--- config.mk ---
export PLATFORM = sky130hd
export DESIGN_NAME = utf8_stream_decoder_unit_flat
export DESIGN_NICKNAME = d
export VERILOG_FILES = /design/src/ufdec_pkg.sv /design/src/ufdec_intf.sv /design/src/utf8_stream_decoder_unit.sv /design/src/ufdec_front.sv /design/src/ufdec_queue.sv /design/src/ufdec_back.sv /design/src/flat_wrapper.sv
export SDC_FILE = /design/constraint.sdc
export NUM_CORES = 1
export LEC_CHECK = 0
export BUFFER_PORTS_ARGS = -buffer_cell sky130_fd_sc_hd__buf_4
export CAP_MARGIN = 15
export CORE_UTILIZATION = 45
export DETAILED_ROUTE_END_ITERATION = 8
export PLACE_DENSITY = 0.69
export RECOVER_POWER = 25
export SLEW_MARGIN = 20
export SYNTH_ARGS = -nofsm -noshare
export SYNTH_HDL_FRONTEND = slang
export SYNTH_SLANG_ARGS = --single-unit
--- constraint.sdc ---
create_clock -name clk -period 3 [get_ports clk]
set_input_delay 0.6 -clock clk [delete_from_list [all_inputs] [get_ports clk]]
set_output_delay 0.6 -clock clk [all_outputs]
set_load 0.01 [all_outputs]
--- src/ufdec_pkg.sv ---
// ufdec_pkg: shared types, constants and helpers for the utf-8 stream decoder
// no dependencies; imported by every module of the decoder
`default_nettype none

package ufdec_pkg;

  localparam int unsigned UFDEC_QUEUE_DEPTH = 4;

  localparam int unsigned CP_W    = 21;
  localparam int unsigned COUNT_W = 3;

  // lead byte patterns
  localparam logic [7:0] LEAD2_MASK = 8'hE0;
  localparam logic [7:0] LEAD2_MARK = 8'hC0;
  localparam logic [7:0] LEAD3_MASK = 8'hF0;
  localparam logic [7:0] LEAD3_MARK = 8'hE0;
  localparam logic [7:0] LEAD4_MASK = 8'hF8;
  localparam logic [7:0] LEAD4_MARK = 8'hF0;

  localparam logic [CP_W-1:0] CP_LIMIT = 21'h10FFFF;

  typedef enum logic [2:0] {
    CLS_ASCII,
    CLS_LEAD2,
    CLS_LEAD3,
    CLS_LEAD4,
    CLS_BAD
  } byte_class_t;

  typedef enum logic [1:0] {
    ST_OK       = 2'd0,
    ST_BAD_LEAD = 2'd1,
    ST_RANGE    = 2'd2
  } status_t;

  // classified word as held in the queue
  typedef struct packed {
    byte_class_t cls;
    logic [6:0]  payload;
  } queue_entry_t;

  typedef struct packed {
    logic         valid;
    queue_entry_t entry;
  } queue_push_t;

  typedef struct packed {
    logic not_empty;
    logic full;
  } queue_stat_t;

  function automatic logic space_flag(input logic [CP_W-1:0] cp);
    logic hit;
    hit = ((cp >= 21'h09) && (cp <= 21'h0D)) ||
          ((cp >= 21'h2000) && (cp <= 21'h200A)) ||
          (cp == 21'h20)   || (cp == 21'h85)   || (cp == 21'hA0) ||
          (cp == 21'h1680) || (cp == 21'h2028) || (cp == 21'h2029) ||
          (cp == 21'h202F) || (cp == 21'h205F) || (cp == 21'h3000);
    return hit;
  endfunction

endpackage

`default_nettype wire

--- src/ufdec_intf.sv ---
// ufdec_intf: valid/ready channel interfaces for raw bytes and decoded results
// no dependencies; field widths are written out as literals
`default_nettype none

interface ufdec_byte_if;
  logic       valid;
  logic       ready;
  logic [7:0] in_byte;

  modport source (output valid, output in_byte, input ready);
  modport sink   (input valid, input in_byte, output ready);
endinterface

interface ufdec_result_if;
  logic        valid;
  logic        ready;
  logic [20:0] code_point;
  logic [2:0]  byte_count;
  logic [1:0]  status;
  logic        is_space;

  modport source (output valid, output code_point, output byte_count,
                  output status, output is_space, input ready);
  modport sink   (input valid, input code_point, input byte_count,
                  input status, input is_space, output ready);
endinterface

`default_nettype wire

--- src/utf8_stream_decoder_unit.sv ---
// utf8_stream_decoder_unit: top level of the byte-serial utf-8 decoder
// depends on ufdec_pkg, ufdec_intf, ufdec_front, ufdec_queue, ufdec_back
`default_nettype none

// Byte-serial UTF-8 decoder. One raw byte enters per word on the stream
// channel; one decoded word leaves on the decoded channel for each completed
// sequence (ASCII byte, last continuation byte) and for each invalid lead byte.
// The block sustains one byte per clock cycle with no bubbles between
// sequences when not stalled. A byte is classified on entry and written into
// a small register queue (QUEUE_DEPTH words, four by default); the decoder
// pops one word per cycle whenever its single output register is empty or
// being drained. When the output side stalls, the queue keeps taking bytes
// until it is full; bytes that do not complete a sequence still drain from
// the queue only while the output register is free to take a result.
// Continuation bytes are not checked for the 10xxxxxx pattern, overlong
// forms and surrogates decode as ok, and code points above 0x10FFFF come out
// with their value and the above-range status.
module utf8_stream_decoder_unit import ufdec_pkg::*; #(
  parameter int unsigned QUEUE_DEPTH = UFDEC_QUEUE_DEPTH
) (
  input  logic           clk,
  input  logic           rst,
  ufdec_byte_if.sink     stream,
  ufdec_result_if.source decoded
);

  queue_push_t  push;
  queue_stat_t  qstat;
  queue_entry_t head;
  logic         pop;

  // classify incoming bytes, ready follows queue space only
  ufdec_front u_front (
    .stream (stream),
    .qstat  (qstat),
    .push   (push)
  );

  // decouples byte intake from the result side
  ufdec_queue #(
    .DEPTH (QUEUE_DEPTH)
  ) u_queue (
    .clk   (clk),
    .rst   (rst),
    .push  (push),
    .pop   (pop),
    .head  (head),
    .qstat (qstat)
  );

  // sequence state, checks and the output register
  ufdec_back u_back (
    .clk     (clk),
    .rst     (rst),
    .head    (head),
    .qstat   (qstat),
    .pop     (pop),
    .decoded (decoded)
  );

endmodule

`default_nettype wire

--- src/ufdec_front.sv ---
// ufdec_front: accepts raw bytes and classifies them by lead pattern
// depends on ufdec_pkg and ufdec_byte_if
`default_nettype none

module ufdec_front import ufdec_pkg::*; (
  ufdec_byte_if.sink  stream,
  input  queue_stat_t qstat,
  output queue_push_t push
);

  byte_class_t cls;

  always_comb begin
    if (!stream.in_byte[7]) begin
      cls = CLS_ASCII;
    end else if ((stream.in_byte & LEAD2_MASK) == LEAD2_MARK) begin
      cls = CLS_LEAD2;
    end else if ((stream.in_byte & LEAD3_MASK) == LEAD3_MARK) begin
      cls = CLS_LEAD3;
    end else if ((stream.in_byte & LEAD4_MASK) == LEAD4_MARK) begin
      cls = CLS_LEAD4;
    end else begin
      cls = CLS_BAD;
    end
  end

  assign stream.ready          = !qstat.full;
  assign push.valid            = stream.valid && !qstat.full;
  assign push.entry.cls        = cls;
  assign push.entry.payload    = stream.in_byte[6:0];

endmodule

`default_nettype wire

--- src/ufdec_queue.sv ---
// ufdec_queue: small register queue between classifier and decoder
// depends on ufdec_pkg
`default_nettype none

module ufdec_queue import ufdec_pkg::*; #(
  parameter int unsigned DEPTH = UFDEC_QUEUE_DEPTH
) (
  input  logic         clk,
  input  logic         rst,
  input  queue_push_t  push,
  input  logic         pop,
  output queue_entry_t head,
  output queue_stat_t  qstat
);

  localparam int unsigned PTR_W = (DEPTH > 1) ? $clog2(DEPTH) : 1;
  localparam int unsigned CNT_W = $clog2(DEPTH + 1);

  queue_entry_t entries [DEPTH];
  logic [PTR_W-1:0] wr_ptr;
  logic [PTR_W-1:0] rd_ptr;
  logic [CNT_W-1:0] count;
  logic             do_push;
  logic             do_pop;

  assign do_push = push.valid && (count != CNT_W'(DEPTH));
  assign do_pop  = pop && (count != '0);

  function automatic logic [PTR_W-1:0] bump(input logic [PTR_W-1:0] p);
    return (p == PTR_W'(DEPTH - 1)) ? '0 : p + 1'b1;
  endfunction

  always_ff @(posedge clk) begin
    if (do_push) begin
      entries[wr_ptr] <= push.entry;
    end
  end

  always_ff @(posedge clk) begin
    if (rst) begin
      wr_ptr <= '0;
      rd_ptr <= '0;
      count  <= '0;
    end else begin
      if (do_push) begin
        wr_ptr <= bump(wr_ptr);
      end
      if (do_pop) begin
        rd_ptr <= bump(rd_ptr);
      end
      if (do_push && !do_pop) begin
        count <= count + 1'b1;
      end else if (do_pop && !do_push) begin
        count <= count - 1'b1;
      end
    end
  end

  assign head            = entries[rd_ptr];
  assign qstat.not_empty = (count != '0);
  assign qstat.full      = (count == CNT_W'(DEPTH));

endmodule

`default_nettype wire

--- src/ufdec_back.sv ---
// ufdec_back: sequence assembly, range and whitespace checks, result register
// depends on ufdec_pkg and ufdec_result_if
`default_nettype none

module ufdec_back import ufdec_pkg::*; (
  input  logic           clk,
  input  logic           rst,
  input  queue_entry_t   head,
  input  queue_stat_t    qstat,
  output logic           pop,
  ufdec_result_if.source decoded
);

  logic [1:0]         pending;
  logic [1:0]         pending_next;
  logic [COUNT_W-1:0] total;
  logic [COUNT_W-1:0] total_next;
  logic [CP_W-1:0]    accum;
  logic [CP_W-1:0]    accum_next;

  logic               out_valid;
  logic [CP_W-1:0]    out_cp;
  logic [COUNT_W-1:0] out_count;
  status_t            out_status;
  logic               out_space;

  logic               emit;
  logic [CP_W-1:0]    res_cp;
  logic [COUNT_W-1:0] res_count;
  status_t            res_status;
  logic [CP_W-1:0]    shifted;
  logic [1:0]         pend_dec;

  assign pop      = qstat.not_empty && (!out_valid || decoded.ready);
  assign shifted  = {accum[CP_W-7:0], head.payload[5:0]};
  assign pend_dec = pending - 2'd1;

  always_comb begin
    emit         = 1'b0;
    res_cp       = '0;
    res_count    = COUNT_W'(1);
    res_status   = ST_OK;
    pending_next = pending;
    total_next   = total;
    accum_next   = accum;
    if (pending != 2'd0) begin
      // continuation word, top bits not checked
      pending_next = pend_dec;
      if (pend_dec == 2'd0) begin
        emit       = 1'b1;
        res_cp     = shifted;
        res_count  = total;
        res_status = (shifted > CP_LIMIT) ? ST_RANGE : ST_OK;
        total_next = '0;
        accum_next = '0;
      end else begin
        accum_next = shifted;
      end
    end else begin
      case (head.cls)
        CLS_ASCII: begin
          emit   = 1'b1;
          res_cp = CP_W'(head.payload);
        end
        CLS_LEAD2: begin
          accum_next   = CP_W'(head.payload[4:0]);
          pending_next = 2'd1;
          total_next   = COUNT_W'(2);
        end
        CLS_LEAD3: begin
          accum_next   = CP_W'(head.payload[3:0]);
          pending_next = 2'd2;
          total_next   = COUNT_W'(3);
        end
        CLS_LEAD4: begin
          accum_next   = CP_W'(head.payload[2:0]);
          pending_next = 2'd3;
          total_next   = COUNT_W'(4);
        end
        default: begin
          emit       = 1'b1;
          res_status = ST_BAD_LEAD;
        end
      endcase
    end
  end

  always_ff @(posedge clk) begin
    if (rst) begin
      pending   <= '0;
      total     <= '0;
      accum     <= '0;
      out_valid <= 1'b0;
    end else begin
      if (pop) begin
        pending <= pending_next;
        total   <= total_next;
        accum   <= accum_next;
      end
      if (pop && emit) begin
        out_valid <= 1'b1;
      end else if (decoded.ready) begin
        out_valid <= 1'b0;
      end
    end
  end

  always_ff @(posedge clk) begin
    if (pop && emit) begin
      out_cp     <= res_cp;
      out_count  <= res_count;
      out_status <= res_status;
      out_space  <= (res_status == ST_OK) && space_flag(res_cp);
    end
  end

  assign decoded.valid      = out_valid;
  assign decoded.code_point = out_cp;
  assign decoded.byte_count = out_count;
  assign decoded.status     = out_status;
  assign decoded.is_space   = out_space;

endmodule

`default_nettype wire

--- src/flat_wrapper.sv ---
// flat-port wrapper written by rule: the top's interface ports become plain ports
module utf8_stream_decoder_unit_flat import ufdec_pkg::*;
#(
  parameter int unsigned QUEUE_DEPTH = UFDEC_QUEUE_DEPTH
)
  (clk, rst, stream_valid, stream_in_byte, stream_ready, decoded_valid, decoded_code_point, decoded_byte_count, decoded_status, decoded_is_space, decoded_ready);
  ufdec_byte_if stream_i ();
  ufdec_result_if decoded_i ();
  input  logic clk;
  input  logic rst;
  input wire logic [$bits(stream_i.valid)-1:0] stream_valid;
  input wire logic [$bits(stream_i.in_byte)-1:0] stream_in_byte;
  output wire logic [$bits(stream_i.ready)-1:0] stream_ready;
  output wire logic [$bits(decoded_i.valid)-1:0] decoded_valid;
  output wire logic [$bits(decoded_i.code_point)-1:0] decoded_code_point;
  output wire logic [$bits(decoded_i.byte_count)-1:0] decoded_byte_count;
  output wire logic [$bits(decoded_i.status)-1:0] decoded_status;
  output wire logic [$bits(decoded_i.is_space)-1:0] decoded_is_space;
  input wire logic [$bits(decoded_i.ready)-1:0] decoded_ready;
  assign stream_i.valid = stream_valid;
  assign stream_i.in_byte = stream_in_byte;
  assign stream_ready = stream_i.ready;
  assign decoded_valid = decoded_i.valid;
  assign decoded_code_point = decoded_i.code_point;
  assign decoded_byte_count = decoded_i.byte_count;
  assign decoded_status = decoded_i.status;
  assign decoded_is_space = decoded_i.is_space;
  assign decoded_i.ready = decoded_ready;
  utf8_stream_decoder_unit #(.QUEUE_DEPTH(QUEUE_DEPTH)) u_core (.clk(clk), .rst(rst), .stream(stream_i), .decoded(decoded_i));
endmodule
==> flow_metrics.py, run 1 <==
metrics = {
    "run_status": {
        "status": "completed",
    },
    "die": {
        "start_util_pct": 46.7,
        "die_area_um2": 9430,
        "rows": 34,
        "die_y_um": 97.1,
        "io_pins": 41,
        "coreArea_um2": 8720,
        "fp.dieW_um": 97.1,
    },
    "placed_design": {
        "post-place-ws_ns": 0.241,
        "dp_hpwl_mm": 5.13,
        "place_congestion": 0.893,
        "port_buffers": 40,
    },
    "setup_path": {
        "cp-start-kind": "flop",
        "cp_max_fo": 7,
        "critical_path.endpoint": "u_core.u_back.decoded.is_space",
        "worstSetupPathType": "reg2reg",
        "reg2reg_to": "u_core.u_back.decoded.is_space",
        "crit_arrival_ns": 3.00,
        "rr_worst_depth": 7,
        "end_kind": "flop",
        "worst_ep_required_time_ns": 3.20,
        "ff2ff_setup_slack_ns": 0.20,
    },
    "timing": {
        "max-slew-margin-rel_pct": 53.2,
        "setup-violations-final": 0,
        "period_share_pct": 93.4,
        "fin_skew_ns": 0.00578,
        "tightest_slew_ns": 0.699,
        "fmax_ghz": 0.357,
        "fin_ws_ns": 0.199,
        "tns_ns": 0,
        "rsz0062_at_grt": "no",
        "hold_viol": 0,
        "period_needed_ns": 2.80,
        "maxSlewViolCount": 0,
    },
    "clock_network": {
        "clock-sinks": 97,
        "cts_max_path_buffers": 2,
        "clk_pin_slew_ns": 0.09,
        "numCtsBuffers": 9,
        "cts.repair.resized": 0,
        "clock_latency_ns": 0.36,
        "postCtsSetupBuffers": 0,
        "htree_num_levels": 3,
        "cts_tree": "yes",
        "hold_buffers": 0,
        "clock-root-buffer": "clkbuf_8",
    },
    "yosys": {
        "synth_compound_area_share_pct": 8.39,
        "yosysWarnings": 0,
        "synth_nets": 334,
        "synth.area.mux_share_pct": 7.07,
        "synth_xor_area_share_pct": 0.430,
        "synth_top_family_by_area": "simple AND/OR/NAND/NOR gates",
        "synth_adder_area_share_pct": 2.34,
        "synth_edf_count": 67,
        "avgSynthCellArea_um2": 12.9,
        "synth_seq_cells": 97,
        "synthFlopType": "edfxtp_1",
        "synthCells": 315,
        "synth-async-reset-ratio_pct": 0,
        "yosys.area_share.simple_pct": 15.2,
        "ys_seq_area_share_pct": 64.2,
        "post_synth_num_cell_types": 48,
        "syn_area_um2": 4070,
    },
    "final_layout": {
        "fin_util_pct": 54.2,
        "antenna_cells": 0,
        "area_growth_pct": 16.1,
        "drive_above_1_share_pct": 16.3,
        "final_common_cell": "edfxtp_1",
        "final_cell_mix": "edfxtp_1 (67), nor2_1 (40), buf_4 (40)",
        "fin_nets": 381,
    },
    "global_route": {
        "grt_pass1_vias": 2607,
        "top_usage_layer": "met2",
        "globalRouteMet2Util_pct": 27.6,
        "antenna_found_initial": 0,
        "grt_use_met1_pct": 20.6,
        "grt_pass1_wl_mm": 12.3,
        "grtUsageTotal_pct": 16.5,
        "gr-usage-met3_pct": 3.31,
        "overflow": 0,
        "grt_max_degree": 29,
    },
    "route": {
        "vias": 2570,
        "antenna_left": 0,
        "drt_first_pass_iters": 5,
        "routedWlPerCell_um": 15.0,
        "drc": 0,
        "drt-total-wl_mm": 7.14,
        "avgViaCountPerCell": 5.41,
        "dr.first_iter.drc_count": 124,
    },
    "power": {
        "power.density_nw_per_um2": 1010,
        "leakagePower_nw": 1.76,
        "finalPower_mw": 4.79,
        "peakVddDrop_v": 0.000476,
    },
    "run": {
        "cap_viol_max_count": 0,
    },
    "worst_hold_path": {
        "worstHoldPathType": "reg2reg",
    },
}
[critical path, stage by stage (launching register included)]
cell and delay, ns:
dfxtp_1 0.45, buf_4 0.23, mux4_1 0.65, o41a_1 0.37, nand2b_1 0.19, o32a_1 0.21, or4_1 0.46, o2111ai_1 0.09
[report_power, final]
| part | internal, mW | switching [mW] | total (mW) |
|---|---|---|---|
| logic | 0.768 | 1.01 | 1.78 |
| clock network | 0.553 | 0.434 | 0.988 |
| registers | 1.86 | 0.164 | 2.02 |
| total | 3.18 | 1.61 | 4.79 |
[logic make-up after synthesis]
kind of cell	after synthesis
adders and majority gates	7
DFF	97
xor gates and xnor gates	2
AOI/OAI and AO/OA	52
muxes	14
and+or+nand+nor	119
buffers and inverters	24
[synthesized netlist by cell type, types with 4 or more instances]
master	n	area share (%)
mux4_2	4	2.2
clkbuf_1	10	0.92
o21ai_0	11	1.4
nand2_1	13	1.2
dfxtp_1	30	15
nand2b_1	5	0.77
and2_1	17	2.6
a22oi_1	10	1.8
nor2b_1	8	1.2
nand3_1	4	0.49
and3_1	6	0.92
nor2_1	40	3.7
ha_1	6	1.8
mux2i_1	4	0.98
or4_1	4	0.74
inv_1	11	1.0
edfxtp_1	67	49
mux4_1	6	3.9
a21oi_1	14	1.7
nor3_1	8	0.98
[per-stage QoR]
step	hold slack [ns]	instances	instance area, um^2
floorplan	0.427	315	4070
global placement	0.440	459	4520
detailed placement	0.447	459	4520
CTS	0.425	475	4760
global route	0.480	475	4730
finish	0.462	475	4730
[area by class of cell]
class / instances / area [um^2]
Multi-Input combinational cell: 194 / 1360
Timing Repair Buffer: 49 / 334
Tap cell: 108 / 135
Inverter: 11 / 41.3
Fill cell: 740 / 4000
Clock inverter: 7 / 118
Sequential cell: 97 / 2610
Clock buffer: 9 / 124
[layer usage]
metal,routed length [um],vias up
met1,3100,1219
met4,115,0
li1,-,1264
met3,312,12
met2,3600,75
met5,0,-
[state kept, by name, summed over array words and instances (netlist names), named ones only]
register                          flops
u_core.u_queue.entries               40
u_core.u_queue.count                  3
u_core.u_queue.wr_ptr                 2
u_core.u_back.decoded.code_point     21
u_core.u_back.accum                  15
u_core.u_back.total                   3
u_core.u_back.decoded.byte_count      3
u_core.u_back.decoded.is_space        1
u_core.u_back.pending                 2
u_core.u_back.decoded.valid           1
u_core.u_back.decoded.status          2
u_core.u_queue.rd_ptr                 2
[worst min-delay path by stage]
stage,from,slack (ns),endpoint,depth (start not counted)
4_1_cts,stream_in_byte[2],0.42,u_core.u_queue.entries[3][2],1
3_5_place_dp,u_core.u_back.total[2],0.45,u_core.u_back.total[2],2
2_1_floorplan,u_core.u_back.total[1],0.43,u_core.u_back.total[1],2
6_report,u_core.u_back.total[1],0.46,u_core.u_back.total[1],2
5_1_grt,u_core.u_back.total[2],0.48,u_core.u_back.total[2],2
3_3_place_gp,u_core.u_back.total[2],0.44,u_core.u_back.total[2],2
(Power assumes the default switching activity.)
==> inputs of run 2 (changes only) <==
Settings changed: MAX_ROUTING_LAYER from default to met4, PLACE_DENSITY 0.69 to 0.68, SYNTH_HIERARCHICAL from default to 1.
==> run 2 against run 1 <==
Effect of this change:
- combinational power about the same
- power hardly changed
- final cell count increased by 10%
- register-to-register slack got worse by 0.07 ns
- non-clock buffer count up 3
- count of clock-buffer cells in the layout unchanged
- clock power decreased by 2.5%
- sequential share of layout area is 1.9 points lower
- critical path depth fell by 1
- die area up 5.5%
- flip-flop and latch count unchanged
- synthesized area grew 5.6%
- critical endpoint is now u_core/u_back/decoded.is_space
==> flow_metrics.py, run 2 <==
metrics = {
    "timing": {
        "setup-violations-final": 0,
        "max-slew-margin-rel_pct": 67.1,
        "hold_viol": 0,
        "tns_ns": 0,
        "period_needed_ns": 2.87,
        "fin_skew_ns": 0.00977,
        "fin_ws_ns": 0.128,
        "period_share_pct": 95.7,
        "tightest_slew_ns": 0.492,
        "maxSlewViolCount": 0,
        "rsz0062_at_grt": "no",
        "fmax_ghz": 0.348,
    },
    "final_layout": {
        "antenna_cells": 0,
        "fillCellCount": 797,
        "drive_above_1_share_pct": 21.1,
        "regMostFlops": "u_core/u_queue/entries",
        "final_cell_mix": "edfxtp_1 (67), buf_4 (38), a21oi_1 (30), dfxtp_1 (30), nand2_1 (26)",
        "area_growth_pct": 13.8,
        "final_common_cell": "edfxtp_1",
        "fin_nets": 408,
        "largest_reg_flops": 40,
    },
    "die": {
        "die_area_um2": 9950,
        "rows": 35,
        "fp.dieW_um": 99.8,
        "io_pins": 41,
        "start_util_pct": 46.5,
        "die_y_um": 99.8,
        "coreArea_um2": 9240,
    },
    "power": {
        "p_int_mw": 3.06,
        "peakVddDrop_v": 0.000370,
        "leakagePower_nw": 1.74,
        "p_seq_share_pct": 42.3,
        "pwr-share-clk_pct": 20.1,
        "power.switching_mw": 1.72,
        "p_comb_share_pct": 37.5,
        "switching_share_pct": 36.0,
        "power.density_nw_per_um2": 978,
    },
    "clock_network": {
        "clock-root-buffer": "clkbuf_8",
        "clock-sinks": 97,
        "clock_latency_ns": 0.36,
        "numCtsBuffers": 9,
        "cts_tree": "yes",
        "cts_max_path_buffers": 2,
        "htree_num_levels": 3,
        "clk_pin_slew_ns": 0.10,
    },
    "setup_path": {
        "cp-start-kind": "flop",
        "worstSetupPathType": "reg2reg",
        "cp_max_fo": 8,
        "worst_ep_required_time_ns": 3.12,
        "crit_arrival_ns": 2.99,
        "end_kind": "flop",
    },
    "yosys": {
        "synth_nets": 372,
        "yosysTopAreaCell": "edfxtp_1",
        "synth_seq_cells": 97,
        "syn_area_um2": 4300,
        "avgSynthCellArea_um2": 12.2,
        "ys_seq_area_share_pct": 60.8,
        "ys_top_cells_by_area": "edfxtp_1 (47%), dfxtp_1 (14%), mux4_2 (5.2%)",
        "synthCells": 353,
        "synth.cells.most_frequent": "edfxtp_1 (67), a21oi_1 (30), dfxtp_1 (30)",
        "synth_edf_count": 67,
        "synth-async-reset-ratio_pct": 0,
        "post_synth_num_cell_types": 57,
        "synthFlopType": "edfxtp_1",
        "netlist.area_leader.share_pct": 46.8,
        "yosysMostFrequentCell": "edfxtp_1",
        "yosysWarnings": 6,
    },
    "global_route": {
        "grt_pass1_wl_mm": 12.9,
        "grtUsageTotal_pct": 17.3,
        "grt_max_degree": 30,
        "overflow": 0,
        "grt_pass1_vias": 2689,
        "antenna_found_initial": 0,
    },
    "route": {
        "vias": 2822,
        "routedWlPerCell_um": 14.9,
        "drt-total-wl_mm": 7.82,
        "avgViaCountPerCell": 5.40,
        "drc": 0,
        "dr.first_iter.drc_count": 225,
        "drt_first_pass_iters": 5,
        "antenna_left": 0,
    },
    "worst_hold_path": {
        "worstHoldPathType": "reg2reg",
    },
    "placed_design": {
        "place_congestion": 0.918,
        "post-place-ws_ns": 0.169,
        "port_buffers": 40,
        "dp_hpwl_mm": 5.49,
    },
    "run_status": {
        "status": "completed",
    },
    "run": {
        "cap_viol_max_count": 0,
    },
}
[run 2: changes by cell type in the layout (fill, tap and decap cells not counted), moves of 4 or more]
cell      delta
mux4_1       -6
a22oi_1     -10
mux4_2       +6
clkbuf_1     +5
nor2_1      -20
nor3_1       -6
nand3_1     +17
and3_1       -4
nor2b_1      -5
and3_2       +4
a21oi_1     +16
nand2_1     +13
[run 2: power by group through the flow]
stage | clock network [mW] | registers, mW | logic [mW]
after global placement | 0 | 2.05 | 1.79
after detailed placement | 0 | 2.06 | 1.82
after global routing | 1.04 | 2.06 | 1.97
after floorplan | 0 | 2.10 | 1.15
after CTS | 0.980 | 2.03 | 1.82
final | 0.963 | 2.03 | 1.80
[run 2: per-layer routing]
metal | GRT usage, % | wire length, um | vias to the layer above
met5 | - | 0 | -
met4 | 7.69 | 187 | 0
met3 | 3.58 | 374 | 21
met2 | 28.2 | 3880 | 96
met1 | 20.9 | 3380 | 1342
li1 | - | - | 1363
[run 2: per-stage QoR]
step	power [mW]	cell area [um^2]	hold WS (ns)	util, %	std cells
floorplan	3.25	4300	0.435	-	353
global placement	3.84	4710	0.452	51.0	507
detailed placement	3.88	4710	0.455	51.0	507
CTS	4.84	4940	0.423	53.5	523
global route	5.07	4890	0.490	53.0	523
finish	4.79	4890	0.475	53.0	523
[run 2: cell families after synthesis]
kind of cell / Yosys count / share of synthesized area, %
adder cells (fa/ha/maj): 7 / 2.21
AND/OR/NAND/NOR: 128 / 16.4
AO/OA/AOI/OAI: 65 / 9.69
flip-flops: 97 / 60.8
buffers and inverters: 41 / 4.66
multiplexers: 13 / 5.94
XOR/XNOR: 2 / 0.407
[run 2: cell type report]
type                       instances  area (um^2)  area share (%)
clock buffer                       9          124            2.53
clock inverter                     7          106            2.17
inverter                          14         57.6            1.18
multi-input combinational        215         1490            30.5
sequential                        97         2610            53.4
tap                              129          161            3.30
timing repair buffer              52          338            6.90
[run 2: path summary, 6_finish.rpt]
check	endpoint	cells after the start	startpoint	slack (ns)
max	u_core/u_back/decoded.is_space	6	flop	0.13
min	u_core/u_back/accum[11]	2	u_core/u_back/accum[11]	0.48
max reg2reg	u_core/u_back/decoded.is_space	6	flop	0.13
min reg2reg	u_core/u_back/accum[11]	2	u_core/u_back/accum[11]	0.48
[run 2: critical path, cell delays in order, from the launching register on]
cell      delay [ns]
dfxtp_1         0.47
mux4_2          0.64
nor4b_1         0.48
o21ai_0         0.28
o211ai_1        0.18
o221ai_1        0.17
a2111o_1        0.44
[run 2: what timing repair did]
item / 4_1_cts / 5_1_grt
hold buffers: 0 / 0
resized for setup: 0 / 1
setup endpoints to repair: 0 / 1
setup buffers: 0 / 0
hold endpoints to repair: 0 / 0
